$ cat src/design/u2f_pkg.sv
// Shared types, constants and the leading-one encoder for the uint32-to-float32 converter.
package u2f_pkg;

    localparam int unsigned INT_W  = 32;
    localparam int unsigned LEAD_W = 5;
    localparam int unsigned EXP_W  = 8;
    localparam int unsigned FRAC_W = 23;
    localparam int unsigned SIG_W  = FRAC_W + 1;

    localparam logic [EXP_W-1:0]  EXP_BIAS = 8'd127;
    localparam logic [LEAD_W-1:0] LEAD_MAX = 5'd31;

    typedef struct packed {
        logic              valid;
        logic              zero;
        logic [LEAD_W-1:0] lead;
    } t_stage_ctl;

    function automatic logic [LEAD_W-1:0] find_lead(input logic [INT_W-1:0] value);
        logic [LEAD_W-1:0] pos;
        pos = '0;
        for (int i = 0; i < INT_W; i++) begin
            if (value[i]) begin
                pos = LEAD_W'(i);
            end
        end
        return pos;
    endfunction

endpackage

$ cat src/design/u2f_lead.sv
// Stage two: leading-one position and zero detect of the registered operand.
module u2f_lead
    import u2f_pkg::*;
(
    input  logic             i_clk,
    input  logic             i_rst_n,
    input  logic             i_valid,
    input  logic [INT_W-1:0] i_value,
    output t_stage_ctl       o_ctl,
    output logic [INT_W-1:0] o_value
);

    logic             r_valid;
    logic             r_zero;
    logic [LEAD_W-1:0] r_lead;
    logic [INT_W-1:0] r_value;

    always_ff @(posedge i_clk) begin
        if (!i_rst_n) begin
            r_valid <= 1'b0;
        end else begin
            r_valid <= i_valid;
        end
    end

    always_ff @(posedge i_clk) begin
        r_zero  <= (i_value == '0);
        r_lead  <= find_lead(i_value);
        r_value <= i_value;
    end

    assign o_ctl   = '{valid: r_valid, zero: r_zero, lead: r_lead};
    assign o_value = r_value;

endmodule

$ cat src/design/u2f_norm.sv
// Stage three: left shift that puts the leading one at the top bit.
module u2f_norm
    import u2f_pkg::*;
(
    input  logic             i_clk,
    input  logic             i_rst_n,
    input  t_stage_ctl       i_ctl,
    input  logic [INT_W-1:0] i_value,
    output t_stage_ctl       o_ctl,
    output logic [INT_W-1:0] o_norm
);

    logic             r_valid;
    logic             r_zero;
    logic [LEAD_W-1:0] r_lead;
    logic [INT_W-1:0] r_norm;
    logic [LEAD_W-1:0] shift_amt;

    assign shift_amt = LEAD_MAX - i_ctl.lead;

    always_ff @(posedge i_clk) begin
        if (!i_rst_n) begin
            r_valid <= 1'b0;
        end else begin
            r_valid <= i_ctl.valid;
        end
    end

    always_ff @(posedge i_clk) begin
        r_zero <= i_ctl.zero;
        r_lead <= i_ctl.lead;
        r_norm <= i_value << shift_amt;
    end

    assign o_ctl  = '{valid: r_valid, zero: r_zero, lead: r_lead};
    assign o_norm = r_norm;

endmodule

$ cat src/design/u2f_round.sv
// Stage four: round to nearest even, exponent build and result register.
module u2f_round
    import u2f_pkg::*;
(
    input  logic             i_clk,
    input  logic             i_rst_n,
    input  t_stage_ctl       i_ctl,
    input  logic [INT_W-1:0] i_norm,
    output logic             o_valid,
    output logic [INT_W-1:0] o_bits
);

    logic             r_valid;
    logic [INT_W-1:0] r_bits;
    logic [INT_W-1:0] n_bits;
    logic             guard_bit;
    logic             round_bit;
    logic             sticky;
    logic [SIG_W:0]   kept;
    logic [EXP_W-1:0] exp_base;

    assign guard_bit = i_norm[INT_W-SIG_W];
    assign round_bit = i_norm[INT_W-SIG_W-1];
    assign sticky    = |i_norm[INT_W-SIG_W-2:0];
    assign kept      = {1'b0, i_norm[INT_W-1:INT_W-SIG_W]}
                     + (SIG_W+1)'(round_bit & (guard_bit | sticky));
    assign exp_base  = EXP_W'(i_ctl.lead) + EXP_BIAS;

    always_comb begin
        if (i_ctl.zero) begin
            n_bits = '0;
        end else if (kept[SIG_W]) begin
            n_bits = {1'b0, exp_base + EXP_W'(1), {FRAC_W{1'b0}}};
        end else begin
            n_bits = {1'b0, exp_base, kept[FRAC_W-1:0]};
        end
    end

    always_ff @(posedge i_clk) begin
        if (!i_rst_n) begin
            r_valid <= 1'b0;
        end else begin
            r_valid <= i_ctl.valid;
        end
    end

    always_ff @(posedge i_clk) begin
        r_bits <= n_bits;
    end

    assign o_valid = r_valid;
    assign o_bits  = r_bits;

endmodule

$ cat src/design/uint32_to_float32_convert_unit.sv
// Unsigned 32-bit integer to IEEE-754 single-precision converter, round to nearest even.
// A four-stage pipeline: operand register, leading-one encoder, normalizing shifter, and
// rounding incrementer with exponent build. One transaction is taken every clock cycle. Its
// result is on o_float_bits with o_valid for one cycle, once it has passed the operand,
// leading-one, normalizing and rounding registers in turn. o_busy stays low, as no stage ever
// holds. Results show for one cycle and cannot be stalled.
module uint32_to_float32_convert_unit
    import u2f_pkg::*;
(
    input  logic             i_clk,
    input  logic             i_rst_n,
    input  logic             i_start,
    input  logic [INT_W-1:0] i_int_value,
    output logic             o_busy,
    output logic             o_valid,
    output logic [INT_W-1:0] o_float_bits
);

    logic             r_in_valid;
    logic [INT_W-1:0] r_in_value;
    t_stage_ctl       lead_ctl;
    logic [INT_W-1:0] lead_value;
    t_stage_ctl       norm_ctl;
    logic [INT_W-1:0] norm_value;

    assign o_busy = 1'b0;

    always_ff @(posedge i_clk) begin
        if (!i_rst_n) begin
            r_in_valid <= 1'b0;
        end else begin
            r_in_valid <= i_start & ~o_busy;
        end
    end

    always_ff @(posedge i_clk) begin
        r_in_value <= i_int_value;
    end

    u2f_lead u_lead (
        .i_clk   (i_clk),
        .i_rst_n (i_rst_n),
        .i_valid (r_in_valid),
        .i_value (r_in_value),
        .o_ctl   (lead_ctl),
        .o_value (lead_value)
    );

    u2f_norm u_norm (
        .i_clk   (i_clk),
        .i_rst_n (i_rst_n),
        .i_ctl   (lead_ctl),
        .i_value (lead_value),
        .o_ctl   (norm_ctl),
        .o_norm  (norm_value)
    );

    u2f_round u_round (
        .i_clk   (i_clk),
        .i_rst_n (i_rst_n),
        .i_ctl   (norm_ctl),
        .i_norm  (norm_value),
        .o_valid (o_valid),
        .o_bits  (o_float_bits)
    );

endmodule

$ cat config.mk
export PLATFORM = sky130hd
export DESIGN_NAME = uint32_to_float32_convert_unit
export DESIGN_NICKNAME = d
export VERILOG_FILES = /design/src/design/u2f_pkg.sv /design/src/design/u2f_lead.sv /design/src/design/u2f_norm.sv /design/src/design/u2f_round.sv /design/src/design/uint32_to_float32_convert_unit.sv
export SDC_FILE = /design/constraint.sdc
export NUM_CORES = 1
export LEC_CHECK = 0
export BUFFER_PORTS_ARGS = -buffer_cell sky130_fd_sc_hd__buf_2
export CELL_PAD_IN_SITES_DETAIL_PLACEMENT = 1
export CELL_PAD_IN_SITES_GLOBAL_PLACEMENT = 1
export CORE_ASPECT_RATIO = 1.75
export CORE_MARGIN = 2
export CORE_UTILIZATION = 41
export DETAILED_ROUTE_END_ITERATION = 8
export GPL_ROUTABILITY_DRIVEN = 0
export HOLD_SLACK_MARGIN = 0.1
export MAX_ROUTING_LAYER = met4
export PLACE_DENSITY = 0.82
export SETUP_SLACK_MARGIN = 0.05
export SYNTH_ARGS = -nofsm -noshare
export SYNTH_HDL_FRONTEND = slang
export SYNTH_HIERARCHICAL = 1
export SYNTH_SLANG_ARGS = --single-unit
$ cat constraint.sdc
create_clock -name i_clk -period 2.2 [get_ports i_clk]
set_input_delay 0.33 -clock i_clk [delete_from_list [all_inputs] [get_ports i_clk]]
set_output_delay 0.33 -clock i_clk [all_outputs]
set_load 0.01 [all_outputs]
# Word level (Yosys, flattened, before mapping)

Cells that the tools add are included.

Add/sub/neg operators: 4
Shifts and indexed selects: 1
Multiplexer cells: 31
Bitwise logic cells: 2
Reductions and logical operators: 7

Operators by type and width:

| cell                                         | number |
|---|---|
| 2-to-1 mux 4 bit                             | 16 |
| zero test 32 bit                             | 1 |
| << shifter 32 x 5 -> 32 bit                  | 1 |
| 2-to-1 mux 31 bit                            | 1 |
| adder 24 x 25 -> 25 bit                      | 1 |
| bitwise AND 1 x 25 -> 25 bit                 | 1 |
| 2-to-1 mux 3 bit                             | 8 |
| OR reduction 16 bit                          | 1 |
| adder 5 x 7 -> 8 bit (second input constant) | 1 |
| adder 8 x 1 -> 8 bit (second input constant) | 1 |
| 2-to-1 mux 2 bit                             | 4 |
| OR reduction 8 bit                           | 1 |
| OR reduction 7 bit                           | 1 |
| subtractor 5 bit (first input constant)      | 1 |
| OR reduction 2 bit                           | 2 |
| OR reduction 4 bit                           | 1 |
| 2-to-1 mux 1 bit                             | 2 |
| bitwise OR 1 bit                             | 1 |

Bits in registers: 144
Input port bits: 35
Output and inout bits: 34
Logic and storage cells: 62

# Depth between registers and ports, before layout

Gate-level depths: netlist of run 1.

Word-level depth: 30
Depth in mapped cells: 9
Depth with buffers taken out: 7

# Cells and area by module

Netlist of run 1, hierarchy kept.

By module, submodules not included:

| module                         | times used | cells an instance | area an instance (µm²) | sequential area each (µm²) |
|---|---|---|---|---|
| u2f_norm                       | 1          | 237               | 2582.5                 | 780.7 |
| u2f_round                      | 1          | 166               | 1450.1                 | 640.6 |
| u2f_lead                       | 1          | 106               | 1189.9                 | 780.7 |
| uint32_to_float32_convert_unit | 1          | 36                | 678.2                  | 660.6 |

# Worst setup path after synthesis of run 1

Ideal clock, no wire load.

Path kind: flip-flop to flip-flop
Start point: register u_norm.r_norm[8] (netlist: u_norm/o_norm[8])
End point: register u_round.r_bits[27] (netlist: u_round/o_bits[27])
Setup time: 0.123 ns
Data arrival time: 1.907 ns
Required time: 2.077 ns
Setup slack: 0.170 ns
Stages on the path, launching flop included: 8
Path buffers: 0
Period minus slack after synthesis: 2.030 ns
Path through: dfxtp_1 -> and2_1 -> ha_1 -> nand4_2 -> nor4_1 -> nand2_1 -> a21oi_1 -> mux2_1

Cells in the longest elaborated chain, start to end: 4

RTL lines:

| element                      | line            | text |
|---|---|---|
| start, declared              | u2f_norm.sv:16  | `logic [INT_W-1:0] r_norm;` |
| start signal, assigned       | u2f_norm.sv:32  | `r_norm <= i_value << shift_amt;` |
| bitwise OR 1 bit             | u2f_round.sv:26 | `+ (SIG_W+1)'(round_bit & (guard_bit \| sticky));` |
| bitwise AND 1 x 25 -> 25 bit | u2f_round.sv:26 |  |
| adder 24 x 25 -> 25 bit *    | u2f_round.sv:26 |  |
| 2-to-1 mux 31 bit *          | u2f_round.sv:32 | `end else if (kept[SIG_W]) begin` |
| end signal, assigned         | u2f_round.sv:48 | `r_bits <= n_bits;` |
| end, declared                | u2f_round.sv:14 | `logic [INT_W-1:0] r_bits;` |

Mark *: on every way between the ends. The rest lies on a longest branch, timed or not.
A chain may end at the register's enable or synchronous reset.

# Worst setup path in the final report of run 1

Start point: register u_norm.r_norm[24] (netlist: u_norm/o_norm[24])
End point: register u_round.r_bits[27] (netlist: u_round/o_bits[27])

Cells in the longest elaborated chain, start to end: 2

RTL lines:

| element                 | line |
|---|---|
| adder 24 x 25 -> 25 bit | u2f_round.sv:26 |
| 2-to-1 mux 31 bit       | u2f_round.sv:32 |

Every way passes these cells.

==> impl_metrics.toml, run 1 <==
[status]
status = "complete, no violations"

[logic_synthesis]
muxShareOfSynthArea_pct = 17.8
async_flop_share_pct = 0
mappedNetlistNets = 582
synthSimpleGateAreaFrac_pct = 16.3
ys.flop_type = "dfxtp_1"
netlist_instances = 545
synth_compound_area_share_pct = 8.88
ys_types = 63
ys_warn_count = 6
synth_xor_xnor_area_share_pct = 3.86
synth_seq_cells = 143
synth_edf_count = 0
seq_area_frac_synth_pct = 48.5
synthAdderAreaFrac_pct = 0.424
synth_area_um2 = 5900
synth_top_family_by_area = "multiplexers"
syn_area_per_cell_um2 = 10.8

[detailed_routing]
route.detailed.drc = 0
wl_um = 15800
drt_iter0_markers = 242
ant_nets = 0
vias = 4701
vias_per_cell = 5.58
firstDrtPassIters = 4
avgRoutedWirePerCell_um = 18.8

[global_routing]
grt_antenna_before_repair = 0
grt-busiest-layer = "met2"
grt_use_met2_pct = 42.4
use_met1_pct = 20.5
grt_pass1_wl_um = 25600
grtUsageMet3_pct = 3.29
grt_pass1_vias = 5031
grt_max_degree = 40
overflow = 0
grtUsageTotal_pct = 22.6

[timing]
fmax_mhz = 475
hold_viol_final = 0
fin_skew_ps = 7.31
slew_viol_final = 0
post-route-period-util_pct = 95.7
setup-tns-final_ps = 0
rsz0062_at_grt = "true"
post-route-min-period_ps = 2110
maxSlewHeadroom_pct = 50.0
finalSetupViolations = 0
worst_pin_slew_ps = 741

[cells_and_area]
final_cell_area_um2 = 7430
layout-drive-gt1-share_pct = 25.5
syn2layout_area_growth_pct = 25.9
diodes = 0
final_nets = 687
nFillCells = 1570

[hold_path]
hp-start = "i_start"
hold_depth = 2
hold_end = "r_in_valid"
hold_class = "in2reg"

[pwr]
powerDensity_nw_per_um2 = 905
p_leak_uw = 0.00315
max-vdd-ir-drop_uv = 616

[place]
dpl.hpwl_um = 10700
placement.io_buffers = 66
place_area_um2 = 6450

[setup_path]
regToRegSetupSlack_ps = 90
reg2reg_to = "u_round/o_bits[27]"
endpoint_kind = "flip-flop"
cp_max_fo = 6
arrival_ps = 2410
crit-reg2reg-launch = "u_norm/o_norm[24]"
crit_required_ps = 2510
criticalPathCategory = "reg2reg"
cp-start-kind = "flip-flop"
crit_path_start = "u_norm/o_norm[24]"
rr_worst_depth = 5

[clock_network]
cts_tree = "yes"
clock_sinks = 143
cts.path.max_buffers = 2
clk_latency_ps = 420
clk_pin_slew_ps = 60
numCtsBuffers = 17
h-tree-depth = 4
cts_root_buffer = "clkbuf_16"

[floorplanning]
fp.coreArea_um2 = 14200
rows = 58
start_util_pct = 41.5
die_area_um2 = 15400
io_pins = 69
chipHeight_um = 163
fp.dieW_um = 94.7

[run]
cap_violations = 0
## sequential cells by signal, summed over array words and instances, names as in the netlist
signal	flops
u_norm/r_zero	1
u_round/o_bits	31
u_lead/o_value	32
u_norm/r_lead	5
r_in_value	32
r_in_valid	1
u_lead/r_valid	1
u_round/o_valid	1
u_lead/r_lead	5
u_norm/r_valid	1
u_norm/o_norm	32
u_lead/r_zero	1
## layer usage
metal  routed length, um  vias to the layer above  part of all wire (%)
met1                5370                     2301                    34
met5                   0                        -                     0
met4                 773                        0                   4.9
met3                 486                       53                   3.1
met2                9190                      150                    58
li1                    -                     2197                     -
## worst max-delay path, cell delays in order (launching register included)
cell,delay (ps)
dfxtp_1,420
nand4_1,230
nor3_1,630
nand2_1,180
a21oi_1,200
mux2_1,320
## final cells by class
type	count	area, um2	share of cell area [%]
multi-input combinational	358	2860	38.4
inverter	13	48.8	0.657
clock buffer	21	460	6.20
sequential	143	2870	38.6
tap	180	225	3.03
clock inverter	11	139	1.87
timing repair buffer	117	831	11.2
## power breakdown
group          internal [uW]  switching (uW)
Clock                   1830            1050
Sequential              2820             183
Combinational            425             409
## logic make-up after synthesis
group,count (synthesis)
other,2
AOI/OAI and AO/OA,75
xor gates and xnor gates,26
DFF,143
and+or+nand+nor,186
buffers and inverters,44
adders and majority gates,2
muxes,67
## cells in the final DEF, fill, tap and decap left out, types with 4 or more instances in the layout
cell	n
dfxtp_1	139
buf_2	66
nor2_1	65
dlygate4sd3_1	32
nand2_1	29
mux2i_1	25
nand3_1	18
mux4_2	18
clkbuf_16	17
buf_4	16
nor3_1	15
mux2_2	13
xnor2_1	13
inv_1	12
a22oi_1	12
xor2_1	12
a21oi_1	11
o21ai_0	8
mux4_1	8
nand2b_1	7
nand4_1	7
and3_1	7
and2_1	6
o211ai_1	6
clkinv_2	5
a31oi_1	5
nor2b_1	5
a211oi_1	5
a221oi_1	4
or3_1	4
o22ai_1	4
## metrics by stage
step | worst slack [ps] | std cells | total power [uW] | hold slack, ps | util (%)
detailed placement | -25.2 | 779 | 3800 | 344 | 45.3
finish | 94.3 | 843 | 6730 | 173 | 52.2
global route | 30.7 | 843 | 6980 | 166 | 52.2
global placement | 114 | 779 | 3760 | 354 | 45.3
floorplan | 170 | 545 | 3530 | 326 | -
CTS | 72.4 | 843 | 6760 | 119 | 52.0
## repair_timing
item,4_1_cts,5_1_grt
hold buffers,32,0
gates resized for setup,8,5
endpoints found under the hold margin,32,0
pin swaps,1,1
setup buffers,0,0
setup endpoints to repair,25,6
## synthesized netlist by cell type (2+ instances only)
| cell type | count | area share [%] |
|---|---|---|
| a2bb2oi_1 | 2 | 0.30 |
| o211ai_1 | 6 | 0.76 |
| nor2b_1 | 5 | 0.53 |
| or4_1 | 2 | 0.25 |
| ha_1 | 2 | 0.42 |
| dfxtp_1 | 143 | 49 |
| nor3_2 | 2 | 0.34 |
| clkbuf_1 | 11 | 0.70 |
| xnor2_1 | 13 | 1.9 |
| o22ai_1 | 4 | 0.42 |
| xor2_1 | 13 | 1.9 |
| nand2_1 | 29 | 1.8 |
| buf_2 | 5 | 0.42 |
| inv_1 | 12 | 0.76 |
| and3_1 | 7 | 0.74 |
| a31oi_1 | 5 | 0.53 |
| o21ai_1 | 2 | 0.17 |
| buf_4 | 12 | 1.5 |
| mux2i_1 | 26 | 4.4 |
| o21ai_0 | 8 | 0.68 |
| o31ai_1 | 2 | 0.25 |
| nor4_1 | 4 | 0.42 |
| nand2b_1 | 7 | 0.74 |
| nand4_2 | 3 | 0.64 |
| mux4_2 | 18 | 6.9 |
| nand3_1 | 18 | 1.5 |
| a22oi_1 | 12 | 1.5 |
| nor2_1 | 65 | 4.1 |
| or3_1 | 5 | 0.53 |
| a21oi_1 | 11 | 0.93 |
| o311ai_0 | 3 | 0.45 |
| nor4_2 | 2 | 0.42 |
| nor3_1 | 15 | 1.3 |
| a32oi_1 | 2 | 0.30 |
| mux4_1 | 8 | 3.6 |
| and2_1 | 7 | 0.74 |
| a221oi_1 | 4 | 0.59 |
| nor3b_1 | 2 | 0.25 |
| a211oi_1 | 5 | 0.64 |
| mux2_2 | 13 | 2.5 |
| nand4_1 | 7 | 0.74 |
| conb_1 | 2 | 0.13 |
## worst max path at each step
stage               slack [ps]  cells past startpoint            endpoint
finish                      90                      5  u_round/o_bits[27]
floorplan                  170                      7  u_round/o_bits[27]
global placement           110                      7  u_round/o_bits[22]
global route                30                      5  u_round/o_bits[27]
CTS                         70                      7  u_round/o_bits[22]
detailed placement         -30                      8  u_round/o_bits[27]
Note: power is estimated with default switching activity, not from simulation.
==> run 2, diff against run 1 <==
CORE_UTILIZATION = 43   (was 41)
CTS_BUF_LIST = sky130_fd_sc_hd__clkbuf_4   (was unset)
PLACE_DENSITY = 0.75   (was 0.82)
==> impl_metrics.toml, run 2 (same netlist as run 1, synthesis figures left out) <==
[status]
status = "complete, no violations"

[pwr]
max-vdd-ir-drop_uv = 495
powerDensity_nw_per_um2 = 774
power.internal_uw = 4030
p_clk_share_pct = 30.9
p_seq_share_pct = 54.3
swShare_pct = 27.0
p_leak_uw = 0.00302
power_frac_comb_pct = 14.9
power.switching_uw = 1490

[place]
placement.io_buffers = 66
place_area_um2 = 6450
dpl.hpwl_um = 10900
dp_cells = 776

[global_routing]
grt_pass1_wl_um = 23400
overflow = 0
grt_max_degree = 40
grtUsageTotal_pct = 20.8
grt_antenna_before_repair = 1
grt_pass1_vias = 4833

[setup_path]
criticalPathCategory = "reg2reg"
arrival_ps = 2450
crit_family = "simple AND/OR/NAND/NOR gates"
crit_required_ps = 2600
cp-start-kind = "flip-flop"
path_cells = "and2_4 -> ha_4 -> nand4_4 -> or4_4 -> or3_1 -> xor2_1 -> nor2_1"
cp_num_buf_inv = 0
cp_max_fo = 6
crit_path_top_delay_cell = "or4_4"
endpoint_kind = "flip-flop"
slowest_delay_ps = 560

[floorplanning]
fp.coreArea_um2 = 13400
rows = 56
die_area_um2 = 14700
io_pins = 69
fp.dieW_um = 92.6
start_util_pct = 44.1
chipHeight_um = 159

[clock_network]
clk_latency_ps = 510
cts_root_buffer = "clkbuf_4"
clk_pin_slew_ps = 120
post_cts_buffers = 0
cts.path.max_buffers = 2
h-tree-depth = 4
cts_tree = "yes"
numCtsBuffers = 17
clock_sinks = 143

[timing]
fin_skew_ps = 18.3
fmax_mhz = 486
worst_pin_slew_ps = 604
timing.hold.ws_ps = 362
rsz0062_at_grt = "false"
hold_viol_final = 0
slew_viol_final = 0
post-route-period-util_pct = 93.4
finalSetupViolations = 0
post-route-min-period_ps = 2060
maxSlewHeadroom_pct = 59.7

[cells_and_area]
mostFrequentLayoutCells = "139 x dfxtp_1, 66 x buf_2, 65 x nor2_1"
final_nets = 693
final_cells = 843
syn2layout_area_growth_pct = 20.8
final_common_cell = "dfxtp_1"
final_cell_area_um2 = 7130
layout-drive-gt1-share_pct = 25.0
fin_util_pct = 53.3
nFillCells = 1472

[run]
cap_violations = 0

[detailed_routing]
route.detailed.drc = 0
drt_iter0_markers = 187
wl_um = 14300
firstDrtPassIters = 4
vias = 4596
ant_nets = 0
avgRoutedWirePerCell_um = 17.0
vias_per_cell = 5.45

[hold_path]
hold_class = "reg2reg"
run 2: power groups by stage:
stage	Sequential [uW]	Combinational, uW	Clock (uW)
2_1_floorplan	3040	489	0
3_3_place_gp	3030	731	0
3_5_place_dp	3050	755	0
4_1_cts	2990	808	1760
5_1_grt	3030	891	1880
6_report	2990	820	1700
run 2: worst paths after layout:
| kind | start | slack (ps) | endpoint | depth (start not counted) |
|---|---|---|---|---|
| setup / recovery | u_norm/o_norm[8] | 140 | u_round/o_bits[22] | 7 |
| hold / removal | r_in_value[0] | 360 | u_lead/o_value[0] | 0 |
| setup reg to reg | u_norm/o_norm[8] | 140 | u_round/o_bits[22] | 7 |
| hold reg to reg | r_in_value[0] | 360 | u_lead/o_value[0] | 0 |
run 2: routing by layer:
| metal | wire (um) | track usage, % | up-vias |
|---|---|---|---|
| li1 | - | - | 2207 |
| met1 | 4890 | 18.7 | 2208 |
| met2 | 8280 | 39.0 | 133 |
| met3 | 406 | 3.27 | 48 |
| met4 | 772 | 13.0 | 0 |
| met5 | 0 | - | - |
run 2: cell type report:
class | count | area (um2) | share of cell area (%)
diodes | 1 | 2.50 | 0.0351
clock buffers | 17 | 128 | 1.79
clock inverters | 14 | 168 | 2.35
inverters | 13 | 48.8 | 0.684
multi-input cells | 358 | 2830 | 39.6
flip-flops and latches | 143 | 2870 | 40.3
well taps | 174 | 218 | 3.05
repair buffers | 123 | 871 | 12.2
run 2: through the flow:
step,setup TNS (ps),worst slack [ps],power (uW)
after global placement,0,79.5,3770
after global routing,0,48.5,5800
after CTS,0,68.0,5560
final,0,144,5520
after floorplan,0,170,3530
after detailed placement,-18.3,-18.3,3810
run 2: what timing repair did:
item                                    CTS  global route
endpoints found under the setup margin    6             6
resized for setup                         4             4
hold endpoints to repair                 36             0
cloned                                    0             0
hold buffers                             35             0
